**src/sv/bap_pkg.sv**
```systemverilog
`default_nettype none

package bap_pkg;

    // Depth of the averaging ring.
    localparam int WINDOW = 10;

    localparam int ADC_W     = 12;
    localparam int MV_W      = 15;
    localparam int PCT_W     = 7;
    localparam int SUM_W     = 16;
    localparam int IDX_W     = 4;
    // One bit more than the index; it holds the fill count of the ring, up to ten.
    localparam int CNT_W     = IDX_W + 1;
    localparam int CFG_IDX_W = 2;

    // Widest dividend the shared divider sees: a code times a millivolt scale.
    localparam int DIV_NUM_W = ADC_W + MV_W;
    localparam int DIV_CNT_W = 5;

    localparam int S_TDATA_W = 16;
    localparam int M_TDATA_W = 40;

    localparam logic [MV_W-1:0]  ADC_MAX_CODE = 15'd4095;
    localparam logic [PCT_W-1:0] PCT_FULL     = 7'd100;
    localparam logic [PCT_W-1:0] PCT_EMPTY    = 7'd0;

    localparam logic [MV_W-1:0] FULL_SCALE_RST = 15'd6600;
    localparam logic [MV_W-1:0] FULL_MV_RST    = 15'd4200;
    localparam logic [MV_W-1:0] EMPTY_MV_RST   = 15'd3300;

    typedef enum logic [CFG_IDX_W-1:0] {
        REG_FULL_SCALE = 2'd0,
        REG_FULL_MV    = 2'd1,
        REG_EMPTY_MV   = 2'd2
    } cfg_reg_t;

    // One request to the bit-serial divider. The partial remainder must start
    // below the divisor; the dividend bits are consumed from the top down.
    typedef struct packed {
        logic [MV_W-1:0]      rem;
        logic [DIV_NUM_W-1:0] num;
        logic [MV_W-1:0]      den;
        logic [DIV_CNT_W-1:0] steps;
    } div_req_t;

endpackage

`default_nettype wire

```
**src/sv/battery_average_and_percent.sv**
```systemverilog
// Channel   Direction  Handshake                     Payload
// s_axis    in         s_axis_tvalid/s_axis_tready   adc_sample
// m_axis    out        m_axis_tvalid/m_axis_tready   average_code, voltage_mv, charge_percent
// cfg       in         cfg_valid/cfg_ready           cfg_index, cfg_data
//
// A result is offered once its sample has passed the average division, the shift-add
// multiplication, the millivolt division and, unless the charge is clamped, the percent
// division; only then is a new sample taken. The shared bit-serial divider gives 12, 15
// and 7 quotient bits, one per cycle. After reset the ring is empty, the registers hold
// their defaults and no beat is taken while reset is held. While the output register is
// stalled the next result waits and no further sample is taken.
`default_nettype none

module battery_average_and_percent
(
    input  wire logic                            clk,
    input  wire logic                            rst_n,

    input  wire logic                            s_axis_tvalid,
    output logic                                 s_axis_tready,
    // [11:0] adc_sample, [15:12] zero
    input  wire logic [bap_pkg::S_TDATA_W-1:0]   s_axis_tdata,

    output logic                                 m_axis_tvalid,
    input  wire logic                            m_axis_tready,
    // [11:0] average_code, [26:12] voltage_mv, [33:27] charge_percent, [39:34] zero
    output logic [bap_pkg::M_TDATA_W-1:0]        m_axis_tdata,

    input  wire logic                            cfg_valid,
    output logic                                 cfg_ready,
    input  wire logic [bap_pkg::CFG_IDX_W-1:0]   cfg_index,
    input  wire logic [bap_pkg::MV_W-1:0]        cfg_data
);

    typedef enum logic [6:0] {
        S_IDLE = 7'b0000001,
        S_AVG  = 7'b0000010,
        S_MUL  = 7'b0000100,
        S_MV   = 7'b0001000,
        S_PCT  = 7'b0010000,
        S_PDIV = 7'b0100000,
        S_FIN  = 7'b1000000
    } state_t;

    state_t                                state_reg, state_next;
    logic [bap_pkg::IDX_W-1:0]             idx_reg, idx_next;
    logic                                  full_reg, full_next;
    logic [bap_pkg::SUM_W-1:0]             sum_reg, sum_next;
    logic [bap_pkg::MV_W-1:0]              fs_reg, fs_next;
    logic [bap_pkg::MV_W-1:0]              full_mv_reg, full_mv_next;
    logic [bap_pkg::MV_W-1:0]              empty_mv_reg, empty_mv_next;
    logic                                  start_reg, start_next;
    logic                                  out_valid_reg, out_valid_next;
    logic [bap_pkg::IDX_W-1:0]             mul_cnt_reg, mul_cnt_next;

    bap_pkg::div_req_t                     req_reg, req_next;
    logic [bap_pkg::ADC_W-1:0]             avg_reg, avg_next;
    logic [bap_pkg::MV_W-1:0]              mv_reg, mv_next;
    logic [bap_pkg::PCT_W-1:0]             pct_reg, pct_next;
    logic [bap_pkg::DIV_NUM_W-1:0]         acc_reg, acc_next;
    logic [bap_pkg::M_TDATA_W-1:0]         out_data_reg, out_data_next;

    logic [bap_pkg::ADC_W-1:0]             ring_reg [bap_pkg::WINDOW];

    logic                                  in_fire;
    logic                                  out_free;
    logic [bap_pkg::ADC_W-1:0]             code;
    logic [bap_pkg::ADC_W-1:0]             old_code;
    logic                                  wrap;
    logic [bap_pkg::IDX_W-1:0]             idx_inc;
    logic                                  full_upd;
    logic [bap_pkg::SUM_W-1:0]             sum_upd;
    logic [bap_pkg::CNT_W-1:0]             count;
    logic [bap_pkg::DIV_NUM_W-1:0]         acc_step;
    logic [bap_pkg::MV_W-1:0]              diff;
    logic [bap_pkg::MV_W-1:0]              span;
    logic [bap_pkg::MV_W+bap_pkg::PCT_W-1:0] scaled;

    logic                                  div_done;
    logic [bap_pkg::MV_W-1:0]              div_quot;

    bap_div u_div
    (
        .clk   (clk),
        .rst_n (rst_n),
        .start (start_reg),
        .req   (req_reg),
        .done  (div_done),
        .quot  (div_quot)
    );

    // No beat is taken while reset is held.
    assign s_axis_tready = rst_n & (state_reg == S_IDLE);
    assign in_fire       = s_axis_tvalid & s_axis_tready;
    assign out_free      = ~out_valid_reg | m_axis_tready;
    assign cfg_ready     = rst_n;

    assign code     = s_axis_tdata[bap_pkg::ADC_W-1:0];
    assign old_code = ring_reg[idx_reg];
    assign wrap     = (idx_reg == bap_pkg::IDX_W'(bap_pkg::WINDOW - 1));
    assign idx_inc  = wrap ? '0 : idx_reg + bap_pkg::IDX_W'(1);
    assign full_upd = full_reg | wrap;
    assign sum_upd  = sum_reg
                    - (full_reg ? {4'b0000, old_code} : bap_pkg::SUM_W'(0))
                    + {4'b0000, code};
    assign count    = full_upd ? bap_pkg::CNT_W'(bap_pkg::WINDOW) : {1'b0, idx_inc};

    // MSB-first shift-add; the average code is rotated so it is whole again
    // after the last step.
    assign acc_step = {acc_reg[bap_pkg::DIV_NUM_W-2:0], 1'b0}
                    + (avg_reg[bap_pkg::ADC_W-1] ? {12'd0, fs_reg}
                                                 : bap_pkg::DIV_NUM_W'(0));

    assign diff   = mv_reg - empty_mv_reg;
    assign span   = full_mv_reg - empty_mv_reg;
    // Times one hundred as 64 + 32 + 4.
    assign scaled = ({7'd0, diff} << 6) + ({7'd0, diff} << 5) + ({7'd0, diff} << 2);

    always_comb
    begin
        state_next     = state_reg;
        idx_next       = idx_reg;
        full_next      = full_reg;
        sum_next       = sum_reg;
        fs_next        = fs_reg;
        full_mv_next   = full_mv_reg;
        empty_mv_next  = empty_mv_reg;
        start_next     = 1'b0;
        mul_cnt_next   = mul_cnt_reg;
        req_next       = req_reg;
        avg_next       = avg_reg;
        mv_next        = mv_reg;
        pct_next       = pct_reg;
        acc_next       = acc_reg;
        out_data_next  = out_data_reg;
        out_valid_next = out_valid_reg & ~m_axis_tready;

        if (cfg_valid)
        begin
            unique case (cfg_index)
                bap_pkg::REG_FULL_SCALE: fs_next       = cfg_data;
                bap_pkg::REG_FULL_MV:    full_mv_next  = cfg_data;
                bap_pkg::REG_EMPTY_MV:   empty_mv_next = cfg_data;
                default:                 ;
            endcase
        end

        unique case (state_reg)
            S_IDLE:
            begin
                if (in_fire)
                begin
                    idx_next       = idx_inc;
                    full_next      = full_upd;
                    sum_next       = sum_upd;
                    // The mean never exceeds a full-scale code, so twelve
                    // quotient bits suffice.
                    req_next.rem   = {11'd0, sum_upd[bap_pkg::SUM_W-1:bap_pkg::ADC_W]};
                    req_next.num   = {sum_upd[bap_pkg::ADC_W-1:0], 15'd0};
                    req_next.den   = bap_pkg::MV_W'(count);
                    req_next.steps = bap_pkg::DIV_CNT_W'(bap_pkg::ADC_W);
                    start_next     = 1'b1;
                    state_next     = S_AVG;
                end
            end
            S_AVG:
            begin
                if (div_done)
                begin
                    avg_next     = div_quot[bap_pkg::ADC_W-1:0];
                    acc_next     = '0;
                    mul_cnt_next = '0;
                    state_next   = S_MUL;
                end
            end
            S_MUL:
            begin
                acc_next     = acc_step;
                avg_next     = {avg_reg[bap_pkg::ADC_W-2:0], avg_reg[bap_pkg::ADC_W-1]};
                mul_cnt_next = mul_cnt_reg + bap_pkg::IDX_W'(1);
                if (mul_cnt_reg == bap_pkg::IDX_W'(bap_pkg::ADC_W - 1))
                begin
                    req_next.rem   = {3'd0, acc_step[bap_pkg::DIV_NUM_W-1:bap_pkg::MV_W]};
                    req_next.num   = {acc_step[bap_pkg::MV_W-1:0], 12'd0};
                    req_next.den   = bap_pkg::ADC_MAX_CODE;
                    req_next.steps = bap_pkg::DIV_CNT_W'(bap_pkg::MV_W);
                    start_next     = 1'b1;
                    state_next     = S_MV;
                end
            end
            S_MV:
            begin
                if (div_done)
                begin
                    mv_next    = div_quot;
                    state_next = S_PCT;
                end
            end
            S_PCT:
            begin
                // The full test comes first, so an inverted span never divides.
                if (mv_reg >= full_mv_reg)
                begin
                    pct_next   = bap_pkg::PCT_FULL;
                    state_next = S_FIN;
                end
                else if (mv_reg <= empty_mv_reg)
                begin
                    pct_next   = bap_pkg::PCT_EMPTY;
                    state_next = S_FIN;
                end
                else
                begin
                    req_next.rem   = scaled[bap_pkg::MV_W+bap_pkg::PCT_W-1:bap_pkg::PCT_W];
                    req_next.num   = {scaled[bap_pkg::PCT_W-1:0], 20'd0};
                    req_next.den   = span;
                    req_next.steps = bap_pkg::DIV_CNT_W'(bap_pkg::PCT_W);
                    start_next     = 1'b1;
                    state_next     = S_PDIV;
                end
            end
            S_PDIV:
            begin
                if (div_done)
                begin
                    pct_next   = div_quot[bap_pkg::PCT_W-1:0];
                    state_next = S_FIN;
                end
            end
            S_FIN:
            begin
                if (out_free)
                begin
                    out_data_next  = {6'd0, pct_reg, mv_reg, avg_reg};
                    out_valid_next = 1'b1;
                    state_next     = S_IDLE;
                end
            end
            default:
            begin
                state_next = S_IDLE;
            end
        endcase
    end

    always_ff @(posedge clk or negedge rst_n)
    begin
        if (!rst_n)
        begin
            state_reg     <= S_IDLE;
            idx_reg       <= '0;
            full_reg      <= 1'b0;
            sum_reg       <= '0;
            fs_reg        <= bap_pkg::FULL_SCALE_RST;
            full_mv_reg   <= bap_pkg::FULL_MV_RST;
            empty_mv_reg  <= bap_pkg::EMPTY_MV_RST;
            start_reg     <= 1'b0;
            out_valid_reg <= 1'b0;
            mul_cnt_reg   <= '0;
        end
        else
        begin
            state_reg     <= state_next;
            idx_reg       <= idx_next;
            full_reg      <= full_next;
            sum_reg       <= sum_next;
            fs_reg        <= fs_next;
            full_mv_reg   <= full_mv_next;
            empty_mv_reg  <= empty_mv_next;
            start_reg     <= start_next;
            out_valid_reg <= out_valid_next;
            mul_cnt_reg   <= mul_cnt_next;
        end
    end

    always_ff @(posedge clk)
    begin
        req_reg      <= req_next;
        avg_reg      <= avg_next;
        mv_reg       <= mv_next;
        pct_reg      <= pct_next;
        acc_reg      <= acc_next;
        out_data_reg <= out_data_next;
        if (in_fire)
        begin
            ring_reg[idx_reg] <= code;
        end
    end

    assign m_axis_tvalid = out_valid_reg;
    assign m_axis_tdata  = out_data_reg;

endmodule

`default_nettype wire

```
**src/sv/bap_div.sv**
```systemverilog
`default_nettype none

module bap_div
(
    input  wire logic                        clk,
    input  wire logic                        rst_n,
    input  wire logic                        start,
    input  wire bap_pkg::div_req_t           req,
    output logic                             done,
    output logic [bap_pkg::MV_W-1:0]         quot
);

    logic                             busy_reg;
    logic                             done_reg;
    logic [bap_pkg::DIV_CNT_W-1:0]    cnt_reg;
    logic [bap_pkg::MV_W-1:0]         rem_reg;
    logic [bap_pkg::MV_W-1:0]         den_reg;
    logic [bap_pkg::MV_W-1:0]         quot_reg;
    logic [bap_pkg::DIV_NUM_W-1:0]    num_reg;

    logic [bap_pkg::MV_W:0]           shifted;
    logic [bap_pkg::MV_W+1:0]         trial;
    logic                             fits;

    // One restoring step per cycle: bring down the next dividend bit and try
    // to take the divisor away.
    assign shifted = {rem_reg, num_reg[bap_pkg::DIV_NUM_W-1]};
    assign trial   = {1'b0, shifted} - {2'b00, den_reg};
    assign fits    = ~trial[bap_pkg::MV_W+1];

    always_ff @(posedge clk or negedge rst_n)
    begin
        if (!rst_n)
        begin
            busy_reg <= 1'b0;
            done_reg <= 1'b0;
            cnt_reg  <= '0;
        end
        else
        begin
            done_reg <= busy_reg && (cnt_reg == bap_pkg::DIV_CNT_W'(1));
            if (start)
            begin
                busy_reg <= 1'b1;
                cnt_reg  <= req.steps;
            end
            else if (busy_reg)
            begin
                cnt_reg <= cnt_reg - bap_pkg::DIV_CNT_W'(1);
                if (cnt_reg == bap_pkg::DIV_CNT_W'(1))
                begin
                    busy_reg <= 1'b0;
                end
            end
        end
    end

    always_ff @(posedge clk)
    begin
        if (start)
        begin
            rem_reg  <= req.rem;
            num_reg  <= req.num;
            den_reg  <= req.den;
            quot_reg <= '0;
        end
        else if (busy_reg)
        begin
            rem_reg  <= fits ? trial[bap_pkg::MV_W-1:0] : shifted[bap_pkg::MV_W-1:0];
            num_reg  <= {num_reg[bap_pkg::DIV_NUM_W-2:0], 1'b0};
            quot_reg <= {quot_reg[bap_pkg::MV_W-2:0], fits};
        end
    end

    assign done = done_reg;
    assign quot = quot_reg;

endmodule

`default_nettype wire

```
**config.mk**
```make
export PLATFORM = sky130hd
export DESIGN_NAME = battery_average_and_percent
export DESIGN_NICKNAME = d
export VERILOG_FILES = /design/src/sv/bap_pkg.sv /design/src/sv/battery_average_and_percent.sv /design/src/sv/bap_div.sv
export SDC_FILE = /design/constraint.sdc
export NUM_CORES = 1
export LEC_CHECK = 0
export ABC_AREA = 1
export BUFFER_PORTS_ARGS = -buffer_cell sky130_fd_sc_hd__buf_2
export CAP_MARGIN = 30
export CORE_MARGIN = 5
export CORE_UTILIZATION = 30
export CTS_CLUSTER_DIAMETER = 60
export DETAILED_ROUTE_END_ITERATION = 10
export PLACE_DENSITY = 0.42
export SLEW_MARGIN = 5
export SYNTH_ARGS = -nofsm -noshare
export SYNTH_HDL_FRONTEND = slang
export SYNTH_HIERARCHICAL = 1
export SYNTH_SLANG_ARGS = --single-unit
export TNS_END_PERCENT = 20
```
**constraint.sdc**
```tcl
create_clock -name clk -period 5.49 [get_ports clk]
set_input_delay 0 -clock clk [delete_from_list [all_inputs] [get_ports clk]]
set_output_delay 0 -clock clk [all_outputs]
set_load 0.01 [all_outputs]
```
==> impl_metrics.sql, run 1 <==
INSERT INTO impl_metrics (metric_group, metric, value, unit) VALUES
('status', 'outcome', 'finished clean', ''),
('sta', 'post-route-period-util', '83.4', '%'),
('sta', 'maxSlewHeadroom', '36.4', '%'),
('critical_path', 'timing.critical_path.from_type', 'flop', ''),
('power', 'total_leakage_power', '0.0123', 'uW'),
('grt', 'global_route.overflow_total', '0', ''),
('sta', 'finalSetupViolCount', '0', ''),
('yosys', 'synth-edff-count', '318', ''),
('yosys', 'synth.avg_cell_area', '8.97', 'sq um'),
('clock_network', 'post_cts_hold_buffer_count', '31', ''),
('yosys', 'ys_seq_area_share', '52.5', '%'),
('floorplanning', 'num_rows', '101', ''),
('floorplanning', 'die_y', '286', 'um'),
('route', 'routed_via_count_divided_by_cell_count', '4.63', ''),
('critical_path', 'crit_path_max_fanout', '16', ''),
('floorplanning', 'initial_core_util', '30.2', '%'),
('sta', 'fin_setup_tns', '0', 'ns'),
('critical_path', 'critical_path.most_common_cell', 'sky130_fd_sc_hd__nand2_1', ''),
('sta', 'timing.clock.skew', '0.0311', 'ns'),
('critical_path', 'critPathCaptureType', 'flop', ''),
('clock_network', 'numClockSinks', '419', ''),
('clock_network', 'post-cts-setup-buffers', '0', ''),
('yosys', 'synth_top_area_cell', 'sky130_fd_sc_hd__edfxtp_1', ''),
('place', 'dp_hpwl', '46500', 'um'),
('finish', 'layout-drive-gt1-share', '8.82', '%'),
('floorplanning', 'core', '75800', 'sq um'),
('clock_network', 'cts_made_buffers', '50', ''),
('grt', 'grt_pass1_wl', '98100', 'um'),
('sta', 'worst-slew-pin-transition', '0.952', 'ns'),
('yosys', 'synth-compound-area-share', '9.23', '%'),
('yosys', 'ys_top_cells_by_area', 'sky130_fd_sc_hd__edfxtp_1 42%, sky130_fd_sc_hd__nand2_1 12%, sky130_fd_sc_hd__dfrtp_1 7.5%', ''),
('critical_path', 'timing.critical_path.max_delay_family', 'simple AND/OR/NAND/NOR gates', ''),
('clock_network', 'tritoncts', 'yes', ''),
('yosys', 'post_synth_instance_area', '22900', 'sq um'),
('clock_network', 'post_cts.resized_instances', '0', ''),
('critical_path', 'critical_path_required', '5.81', 'ns'),
('clock_network', 'clk_latency', '0.61', 'ns'),
('sta', 'grt_setup_unrepaired', 'no', ''),
('yosys', 'yosysWarningCount', '6', ''),
('yosys', 'synthAdderAreaFrac', '8.39', '%'),
('clock_network', 'clk_pin_slew', '0.06', 'ns'),
('finish', 'flip_flop_count_of_the_largest_register_all_copies_and_words_added', '120', ''),
('finish', 'nNetsFinal', '2866', ''),
('sta', 'hold_ws', '0.0228', 'ns'),
('yosys', 'synth_cell_type_count', '52', ''),
('sta', 'achievable-frequency', '218', 'MHz'),
('finish', 'diodes_inserted', '0', ''),
('critical_path', 'critical_path.n_buffers_inverters', '4', ''),
('critical_path', 'timing.critical_path.slowest_cell_delay', '0.72', 'ns'),
('place', 'port-buffer-count', '70', ''),
('power', 'design_power_total', '14600', 'uW'),
('floorplanning', 'floorplan.io_pins', '81', ''),
('yosys', 'synthXorXnorAreaFrac', '1.18', '%'),
('yosys', 'postSynth.asyncResetShare', '20.5', '%'),
('critical_path', 'cp_data_arrival_time', '4.90', 'ns'),
('critical_path', 'slowest_stage', 'sky130_fd_sc_hd__nor2_1', ''),
('grt', 'antenna_found_initial', '0', ''),
('finish', 'final_common_cell', 'sky130_fd_sc_hd__nand2_1', ''),
('clock_network', 'ctsRootBufferMaster', 'sky130_fd_sc_hd__clkbuf_16', ''),
('route', 'wl', '62800', 'um'),
('yosys', 'synthCells', '2552', ''),
('clock_network', 'level_count_of_the_clock_h_tree', '2', ''),
('grt', 'via_count_of_the_first_global_routing_pass', '17200', ''),
('yosys', 'synth_mux_area_share', '0', '%'),
('run', 'cap_viol_max_count', '0', ''),
('yosys', 'yosys_register_bits', '419', ''),
('yosys', 'synthFlopType', 'sky130_fd_sc_hd__edfxtp_1', ''),
('yosys', 'main_combinational_cell_family_by_area_after_synthesis', 'simple AND/OR/NAND/NOR gates', ''),
('route', 'via_count', '17200', ''),
('power', 'power_density', '549', 'nW/um^2'),
('grt', 'grt_max_degree', '63', '');
==> worst register-to-register path, delay by kind of cell (launching register included) <==
family / cells / cell delay, ns
and+or+nand+nor: 9 / 1.48
buffers and inverters: 4 / 0.81
AOI/OAI and AO/OA: 4 / 1.02
adders and majority gates: 2 / 0.61
DFF: 1 / 0.39
==> path summary, 6_finish.rpt <==
check	cells after the start	slack (ns)	startpoint	to
max	19	0.91	idx_reg[0]$_DFFE_PN0P_	req_reg[49]$_DFFE_PP_
min in group clk	3	0.08	cfg_valid	empty_mv_reg[5]$_DFFE_PN1P_
max in group asynchronous	4	4.67	rst_n	fs_reg[0]$_DFFE_PN0P_
min	2	0.02	rst_n	state_reg[0]$_DFFE_PN1P_
min reg2reg	0	0.42	req_reg[14]$_DFFE_PP_	u_div/den_reg[9]$_DFFE_PP_
max reg2reg	19	0.91	idx_reg[0]$_DFFE_PN0P_	req_reg[49]$_DFFE_PP_
==> stage by stage <==
| step | std cells | utilization (%) | instance area, sq um | worst slack (ns) |
|---|---|---|---|---|
| floorplan | 2570 | - | 22900 | 1.81 |
| global placement | 3579 | 32.2 | 24400 | 1.06 |
| detailed placement | 3582 | 32.2 | 24400 | 1.07 |
| CTS | 3707 | 35.0 | 26500 | 1.04 |
| global route | 3709 | 35.1 | 26600 | 0.521 |
| finish | 3709 | 35.1 | 26600 | 0.910 |
==> Yosys cell counts (3+ instances only) <==
library cell and n:
sky130_fd_sc_hd__inv_2 9, sky130_fd_sc_hd__nor3_1 17, sky130_fd_sc_hd__nand4_1 21, sky130_fd_sc_hd__xnor2_1 16, sky130_fd_sc_hd__dfxtp_1 15, sky130_fd_sc_hd__buf_2 17
sky130_fd_sc_hd__clkinv_1 8, sky130_fd_sc_hd__nor2_2 3, sky130_fd_sc_hd__nand2_1 720, sky130_fd_sc_hd__ha_1 115, sky130_fd_sc_hd__or2_2 8, sky130_fd_sc_hd__o21bai_1 6
sky130_fd_sc_hd__edfxtp_1 318, sky130_fd_sc_hd__fa_1 24, sky130_fd_sc_hd__dfstp_2 17, sky130_fd_sc_hd__inv_1 410, sky130_fd_sc_hd__a22oi_1 48, sky130_fd_sc_hd__a21o_1 15
sky130_fd_sc_hd__buf_4 13, sky130_fd_sc_hd__dfrtp_1 69, sky130_fd_sc_hd__o211ai_1 3, sky130_fd_sc_hd__nor2_1 142, sky130_fd_sc_hd__and2_1 9, sky130_fd_sc_hd__o22ai_1 16
sky130_fd_sc_hd__nand2_2 5, sky130_fd_sc_hd__buf_1 3, sky130_fd_sc_hd__nand3_1 137, sky130_fd_sc_hd__xor2_1 13, sky130_fd_sc_hd__o21ai_1 9, sky130_fd_sc_hd__o21ai_0 155
sky130_fd_sc_hd__clkbuf_1 25, sky130_fd_sc_hd__buf_6 5, sky130_fd_sc_hd__nand3b_1 26, sky130_fd_sc_hd__a21oi_1 111
==> routing by layer <==
layer  vias to the layer above  part of all wire (%)  GRT usage (%)
met5                         -                     0              0
met3                        80                   4.2           1.95
met2                       309                    44           24.3
li1                       8641                     -              -
met4                         0                   2.4           3.85
met1                      8129                    49           21.8
==> final cells by class <==
type                    instances  area, sq um
fillers                      7805        49200
flip-flops and latches        419        12000
multi-input cells            1661         9010
inverters                     427         1600
clock buffers                  66         1380
well taps                     978         1220
repair buffers                130          942
clock inverters                28          397
==> kinds of logic after synthesis <==
| kind of cell | Yosys count |
|---|---|
| AO/OA/AOI/OAI | 374 |
| XOR/XNOR | 30 |
| adder cells (fa/ha/maj) | 139 |
| buffers and inverters | 490 |
| flip-flops | 419 |
| other | 2 |
| AND/OR/NAND/NOR | 1098 |
==> power by group <==
group          total (uW)  internal (uW)  switching, uW
Sequential           4490           4220            263
Combinational        6580           2320           4270
Clock                3510           2130           1390
No activity file was read; power rests on OpenSTA's default activity.
==> inputs of run 2 (changes only) <==
==> constraint.sdc (replaced) <==
create_clock -name clk -period 4.45 [get_ports clk]
set_input_delay 0 -clock clk [delete_from_list [all_inputs] [get_ports clk]]
set_output_delay 0 -clock clk [all_outputs]
set_load 0.01 [all_outputs]
==> run 2 against run 1 <==
Net effect: clock skew is 0.0061 ns lower; highest routed layer unchanged; clock power is 17% higher; global-route usage is 0.076 points higher; first-iteration DRC count is 15% higher; setup slack worse by 0.60 ns; register-to-register slack worse by 0.60 ns; via count is 0.65% lower; non-clock buffer count stayed put; critical path depth is 4 lower; combinational power is 25% higher; core utilization is 0.16 points lower.
==> impl_metrics.sql, run 2 (same netlist as run 1, synthesis figures left out) <==
INSERT INTO impl_metrics (metric_group, metric, value, unit) VALUES
('critical_path', 'rr_worst_depth', '15', ''),
('grt', 'via_count_of_the_first_global_routing_pass', '17100', ''),
('sta', 'worst-slew-pin-transition', '0.923', 'ns'),
('critical_path', 'critPathCaptureType', 'flop', ''),
('clock_network', 'ctsRootBufferMaster', 'sky130_fd_sc_hd__clkbuf_16', ''),
('finish', 'flip_flop_count_of_the_largest_register_all_copies_and_words_added', '120', ''),
('route', 'ant_nets', '0', ''),
('place', 'post_place_cell_area', '24500', 'sq um'),
('clock_network', 'max-clock-path-buffers', '3', ''),
('finish', 'final_common_cell', 'sky130_fd_sc_hd__nand2_1', ''),
('route', 'wl', '62900', 'um'),
('critical_path', 'critical_path.most_common_cell', 'sky130_fd_sc_hd__inv_1', ''),
('sta', 'hold_violations', '0', ''),
('critical_path', 'r2r-end', 'req_reg[53]$_DFFE_PP_', ''),
('floorplanning', 'die-area', '81900', 'sq um'),
('critical_path', 'slowest_stage', 'sky130_fd_sc_hd__dfstp_2', ''),
('floorplanning', 'num_rows', '101', ''),
('route', 'routed_via_count_divided_by_cell_count', '4.60', ''),
('power', 'power.ir.vdd_worst', '0.000348', 'V'),
('route', 'route.detailed.drc', '0', ''),
('grt', 'global_route.overflow_total', '0', ''),
('floorplanning', 'die_y', '286', 'um'),
('place', 'gpl.final_weighted_congestion', '0.849', ''),
('finish', 'area_growth_syn_to_layout', '15.7', '%'),
('finish', 'layout-drive-gt1-share', '8.68', '%'),
('sta', 'hold_ws', '0.0909', 'ns'),
('grt', 'grt_max_degree', '58', ''),
('critical_path', 'r2r_slack', '0.31', 'ns'),
('critical_path', 'critical_path.startpoint', 'empty_mv_reg[2]$_DFFE_PN1P_', ''),
('clock_network', 'clk_pin_slew', '0.06', 'ns'),
('run', 'cap_viol_max_count', '0', ''),
('clock_network', 'cts_made_buffers', '50', ''),
('finish', 'post-route-util', '34.9', '%'),
('finish', 'layout.cells.most_common_list', '719 x sky130_fd_sc_hd__nand2_1, 410 x sky130_fd_sc_hd__inv_1, 318 x sky130_fd_sc_hd__edfxtp_1', ''),
('critical_path', 'path_cells', 'inv_1 > ha_1 > or2_2 > and2_1 > a31o_2 > xor2_1 > inv_1 > fa_1 > inv_1 > ha_1 > a21oi_1 > o21ai_0 > a21o_1 > o21ai_0 > nand2_1', ''),
('route', 'drtIter0Drc', '1158', ''),
('route', 'via_count', '17000', ''),
('hold_path', 'hold_path_class', 'in -> async', ''),
('finish', 'nNetsFinal', '2866', ''),
('critical_path', 'crit_type', 'reg -> reg', ''),
('grt', 'antenna_found_initial', '2', ''),
('sta', 'grt_setup_unrepaired', 'no', ''),
('critical_path', 'timing.rr.start', 'empty_mv_reg[2]$_DFFE_PN1P_', ''),
('finish', 'multi_input_comb_area', '9010', 'sq um'),
('finish', 'sequential_cell_area', '12000', 'sq um'),
('place', 'instance_count_after_placement_with_tap_cells_included', '3584', ''),
('sta', 'fin_setup_tns', '0', 'ns'),
('power', 'total_leakage_power', '0.0122', 'uW'),
('route', 'drt-pass1-iter-count', '6', ''),
('place', 'dp_hpwl', '47000', 'um'),
('power', 'power_density', '677', 'nW/um^2'),
('finish', 'layout.filler_cells', '7814', ''),
('critical_path', 'crit_path_max_fanout', '6', ''),
('critical_path', 'timing.critical_path.slowest_cell_delay', '0.53', 'ns'),
('critical_path', 'critical_path_required', '4.79', 'ns'),
('critical_path', 'critical_path.endpoint', 'req_reg[53]$_DFFE_PP_', ''),
('clock_network', 'numClockSinks', '419', ''),
('clock_network', 'post-cts-setup-buffers', '0', ''),
('finish', 'post_route_standard_cell_area_excluding_fillers', '26500', 'sq um'),
('sta', 'timing.clock.skew', '0.0250', 'ns'),
('clock_network', 'clk_latency', '0.60', 'ns'),
('grt', 'grt_pass1_wl', '98500', 'um'),
('clock_network', 'tritoncts', 'yes', ''),
('sta', 'final_critical_period', '4.14', 'ns'),
('sta', 'finalMaxSlewViolations', '0', ''),
('floorplanning', 'core', '75800', 'sq um'),
('clock_network', 'level_count_of_the_clock_h_tree', '2', ''),
('finish', 'fin_cells', '3710', ''),
('floorplanning', 'initial_core_util', '30.2', '%'),
('floorplanning', 'floorplan.die.width', '286', 'um'),
('route', 'detail_route.wl_per_cell', '17.0', 'um'),
('grt', 'gr-usage-all-layers', '15.2', '%'),
('critical_path', 'timing.critical_path.from_type', 'flop', ''),
('sta', 'achievable-frequency', '242', 'MHz'),
('sta', 'post-route-period-util', '92.9', '%'),
('critical_path', 'cp_data_arrival_time', '4.48', 'ns'),
('sta', 'finalSetupViolCount', '0', ''),
('floorplanning', 'floorplan.io_pins', '81', ''),
('status', 'outcome', 'finished clean', ''),
('place', 'port-buffer-count', '70', ''),
('sta', 'maxSlewHeadroom', '38.2', '%');
[run 2: cell count changes in the layout (fill, tap and decap cells not counted), sizes merged, moves of 2 or more]
cell,previous run,this run
buf,98,100
bufinv,7,5
clkbuf,67,58
clkinv,22,26
clkinvlp,2,4
inv,424,428
[run 2: timing repair]
item                       CTS  global route
resized for setup            0             4
hold endpoints to repair   220             0
hold buffers                30             0
setup endpoints to repair    0             3
[run 2: where the power goes]
part | total, uW | switching [uW] | internal, uW
combinational | 8250 | 5360 | 2890
sequential | 5540 | 332 | 5210
clock | 4110 | 1710 | 2400
total | 17900 | 7400 | 10500
[run 2: worst min-delay path by stage]
stage / from / to / slack, ns / depth (start not counted)
floorplan: rst_n / empty_mv_reg[0]$_DFFE_PN0P_ / -0.30 / 0
global placement: rst_n / full_mv_reg[1]$_DFFE_PN0P_ / 0.18 / 2
detailed placement: rst_n / sum_reg[5]$_DFFE_PN0P_ / 0.19 / 2
CTS: rst_n / fs_reg[14]$_DFFE_PN0P_ / 0.07 / 3
global route: rst_n / fs_reg[14]$_DFFE_PN0P_ / 0.12 / 3
finish: rst_n / fs_reg[14]$_DFFE_PN0P_ / 0.09 / 3
[run 2: through the flow]
stage	setup WS [ns]	power, uW
finish	0.314	17900
global route	0.0256	19500
CTS	0.303	18100
detailed placement	0.311	13900
global placement	0.331	13800
floorplan	0.773	11600
[run 2: metal layers]
layer	vias to the layer above	global-route usage [%]	wire [um]
met3	80	2.07	2170
met5	-	0	0
li1	8651	-	-
met2	258	24.1	28100
met1	8059	22.1	31300
met4	0	3.89	1390
[run 2: layout make-up]
type / count / area share [%]
Clock inverter: 36 / 1.41
Antenna cell: 1 / 0.00946
Tap cell: 978 / 4.62
Clock buffer: 58 / 4.88
Timing Repair Buffer: 130 / 3.50
Multi-Input combinational cell: 1661 / 34.1
Sequential cell: 419 / 45.4
Inverter: 427 / 6.08
[run 2: critical path, delay by kind of cell (launching register included)]
kind / cells / cell delay [ns]
adders and majority gates: 3 / 1.22
AOI/OAI and AO/OA: 5 / 1.00
xor gates and xnor gates: 1 / 0.28
DFF: 1 / 0.53
buffers and inverters: 3 / 0.26
and+or+nand+nor: 3 / 0.61
==> inputs of run 3 (changes only) <==
--- a/config.mk
+++ b/config.mk
@@ -13,6 +13,7 @@
 export CTS_CLUSTER_DIAMETER = 60
 export DETAILED_ROUTE_END_ITERATION = 10
 export PLACE_DENSITY = 0.42
+export RECOVER_POWER = 100
 export SLEW_MARGIN = 5
 export SYNTH_ARGS = -nofsm -noshare
 export SYNTH_HDL_FRONTEND = slang
==> run 3 against run 2 <==
Net effect: the run now ends with max-capacitance violations, max-slew violations left; fmax decreased by 0.82%; global-route usage unchanged; final area fell by 0.91%; final cell count did not move; core utilization fell by 0.32 points; critical path type unchanged.
==> impl_metrics.sql, run 3 (same netlist as run 1, synthesis figures left out) <==
INSERT INTO impl_metrics (metric_group, metric, value, unit) VALUES
('status', 'outcome', 'finished with violations', ''),
('status', 'failed_checks', 'max-capacitance violations, max-slew violations', ''),
('route', 'wl', '62900', 'um'),
('route', 'ant_nets', '0', ''),
('critical_path', 'timing.rr.start', 'empty_mv_reg[2]$_DFFE_PN1P_', ''),
('finish', 'flip_flop_count_of_the_largest_register_all_copies_and_words_added', '120', ''),
('clock_network', 'tritoncts', 'yes', ''),
('clock_network', 'level_count_of_the_clock_h_tree', '2', ''),
('critical_path', 'critPathCaptureType', 'flop', ''),
('finish', 'nNetsFinal', '2866', ''),
('clock_network', 'cts_made_buffers', '50', ''),
('critical_path', 'r2r-end', 'req_reg[53]$_DFFE_PP_', ''),
('run', 'cap_viol_max_count', '6', ''),
('route', 'drt-pass1-iter-count', '5', ''),
('finish', 'multi_input_comb_area', '8960', 'sq um'),
('sta', 'maxSlewHeadroom', '-55.8', '%'),
('place', 'port-buffer-count', '70', ''),
('clock_network', 'clk_pin_slew', '0.06', 'ns'),
('grt', 'grt_max_degree', '58', ''),
('critical_path', 'rr_worst_depth', '15', ''),
('grt', 'global_route.overflow_total', '0', ''),
('critical_path', 'crit_type', 'reg -> reg', ''),
('floorplanning', 'num_rows', '101', ''),
('clock_network', 'max-clock-path-buffers', '3', ''),
('grt', 'antenna_found_initial', '2', ''),
('place', 'dpl_worst_slack', '0.311', 'ns'),
('sta', 'finalSetupViolCount', '0', ''),
('power', 'total_leakage_power', '0.0120', 'uW'),
('hold_path', 'min_delay_path_depth', '3', ''),
('grt', 'grt_pass1_wl', '98500', 'um'),
('finish', 'layout-drive-gt1-share', '5.20', '%'),
('finish', 'sequential_cell_area', '12000', 'sq um'),
('finish', 'final_common_cell', 'sky130_fd_sc_hd__nand2_1', ''),
('sta', 'finalWorstSetupSlack', '0.280', 'ns'),
('sta', 'hold_violations', '0', ''),
('route', 'via_count', '17100', ''),
('hold_path', 'hold_path_class', 'in -> reg', ''),
('critical_path', 'timing.critical_path.from_type', 'flop', ''),
('power', 'power_density', '681', 'nW/um^2'),
('critical_path', 'r2r_slack', '0.28', 'ns'),
('power', 'power.ir.vdd_worst', '0.000348', 'V'),
('floorplanning', 'floorplan.die.width', '286', 'um'),
('place', 'post_place_cell_area', '24500', 'sq um'),
('grt', 'gr-usage-all-layers', '15.2', '%'),
('sta', 'achievable-frequency', '240', 'MHz'),
('clock_network', 'clk_latency', '0.60', 'ns'),
('route', 'route.detailed.drc', '0', ''),
('critical_path', 'critical_path_required', '4.80', 'ns'),
('sta', 'worst-slew-pin-transition', '2.34', 'ns'),
('floorplanning', 'core', '75800', 'sq um'),
('place', 'gpl.final_weighted_congestion', '0.849', ''),
('hold_path', 'worst_min_delay_path_startpoint', 'cfg_valid', ''),
('route', 'routed_via_count_divided_by_cell_count', '4.60', ''),
('route', 'drtIter0Drc', '1184', ''),
('sta', 'timing.clock.skew', '0.0239', 'ns'),
('route', 'detail_route.wl_per_cell', '17.0', 'um'),
('finish', 'post_route_standard_cell_area_excluding_fillers', '26200', 'sq um'),
('hold_path', 'hold_path_end', 'empty_mv_reg[11]$_DFFE_PN1P_', ''),
('floorplanning', 'floorplan.io_pins', '81', ''),
('clock_network', 'numClockSinks', '419', ''),
('finish', 'layout.cells.most_common_list', '721 x sky130_fd_sc_hd__nand2_1, 416 x sky130_fd_sc_hd__inv_1, 318 x sky130_fd_sc_hd__edfxtp_1', ''),
('critical_path', 'cp_data_arrival_time', '4.52', 'ns'),
('clock_network', 'post-cts-setup-buffers', '0', ''),
('sta', 'final_critical_period', '4.17', 'ns'),
('sta', 'post-route-period-util', '93.7', '%'),
('sta', 'finalMaxSlewViolations', '205', ''),
('finish', 'area_growth_syn_to_layout', '14.6', '%'),
('sta', 'fin_setup_tns', '0', 'ns'),
('sta', 'grt_setup_unrepaired', 'no', ''),
('grt', 'via_count_of_the_first_global_routing_pass', '17100', ''),
('floorplanning', 'die-area', '81900', 'sq um'),
('place', 'dp_hpwl', '47000', 'um'),
('floorplanning', 'initial_core_util', '30.2', '%'),
('clock_network', 'ctsRootBufferMaster', 'sky130_fd_sc_hd__clkbuf_16', ''),
('finish', 'layout.filler_cells', '7861', ''),
('critical_path', 'crit_path_max_fanout', '6', ''),
('floorplanning', 'die_y', '286', 'um');
==> run 3: worst max-delay path, stage by stage, from the launching register on <==
cell                      delay, ns
sky130_fd_sc_hd__dfstp_1       0.53
sky130_fd_sc_hd__inv_1         0.07
sky130_fd_sc_hd__ha_1          0.34
sky130_fd_sc_hd__or2_2         0.32
sky130_fd_sc_hd__and2_0        0.21
sky130_fd_sc_hd__a31o_2        0.22
sky130_fd_sc_hd__xor2_1        0.28
sky130_fd_sc_hd__inv_1         0.15
sky130_fd_sc_hd__fa_1          0.52
sky130_fd_sc_hd__inv_1         0.05
sky130_fd_sc_hd__ha_1          0.36
sky130_fd_sc_hd__a21oi_1       0.21
sky130_fd_sc_hd__o21ai_0       0.14
sky130_fd_sc_hd__a21o_1        0.19
sky130_fd_sc_hd__o21ai_0       0.24
sky130_fd_sc_hd__nand2_1       0.09
==> run 3: worst max path at each step <==
stage / startpoint / endpoint / slack, ns / cells past startpoint
3_5_place_dp: empty_mv_reg[2]$_DFFE_PN1P_ / req_reg[53]$_DFFE_PP_ / 0.31 / 15
2_1_floorplan: empty_mv_reg[2]$_DFFE_PN1P_ / req_reg[52]$_DFFE_PP_ / 0.77 / 17
4_1_cts: mv_reg[0]$_DFFE_PP_ / req_reg[61]$_DFFE_PP_ / 0.30 / 21
3_3_place_gp: mv_reg[0]$_DFFE_PP_ / req_reg[61]$_DFFE_PP_ / 0.33 / 21
6_report: empty_mv_reg[2]$_DFFE_PN1P_ / req_reg[53]$_DFFE_PP_ / 0.28 / 15
5_1_grt: empty_mv_reg[2]$_DFFE_PN1P_ / req_reg[53]$_DFFE_PP_ / 0.02 / 15
==> run 3: stage by stage <==
| step | utilization, % | cells | hold WS [ns] | power [uW] |
|---|---|---|---|---|
| 2_1_floorplan | - | 2570 | -0.296 | 11600 |
| 3_3_place_gp | 32.2 | 3579 | 0.179 | 13800 |
| 3_5_place_dp | 32.3 | 3584 | 0.186 | 13900 |
| 4_1_cts | 34.9 | 3708 | 0.0743 | 18100 |
| 5_1_grt | 34.6 | 3709 | 0.139 | 19500 |
| 6_report | 34.6 | 3710 | 0.0638 | 17900 |
==> run 3: area by class of cell <==
cell class	instances	share of cell area [%]
diodes	1	0.00954
clock buffers	58	4.92
clock inverters	36	1.43
inverters	427	6.13
multi-input cells	1661	34.2
flip-flops and latches	419	45.8
well taps	978	4.67
repair buffers	130	2.82
==> run 3: per-layer routing <==
metal,up-vias,GRT usage (%),wire length [um]
met3,83,2.07,2230
li1,8647,-,-
met4,0,3.89,1470
met2,286,24.1,27900
met1,8037,22.1,31400
met5,-,0,0
==> run 3: where the power goes <==
part / leakage, uW / internal [uW] / switching (uW)
logic: 0.00707 / 2860 / 5350
registers: 0.00410 / 5210 / 331
clock network: 0.000795 / 2400 / 1710
total: 0.0120 / 10500 / 7390
==> run 3: what timing repair did <==
item	CTS	global route
resized for setup	0	4
endpoints found under the hold margin	220	0
hold buffers	30	0
endpoints found under the setup margin	0	3
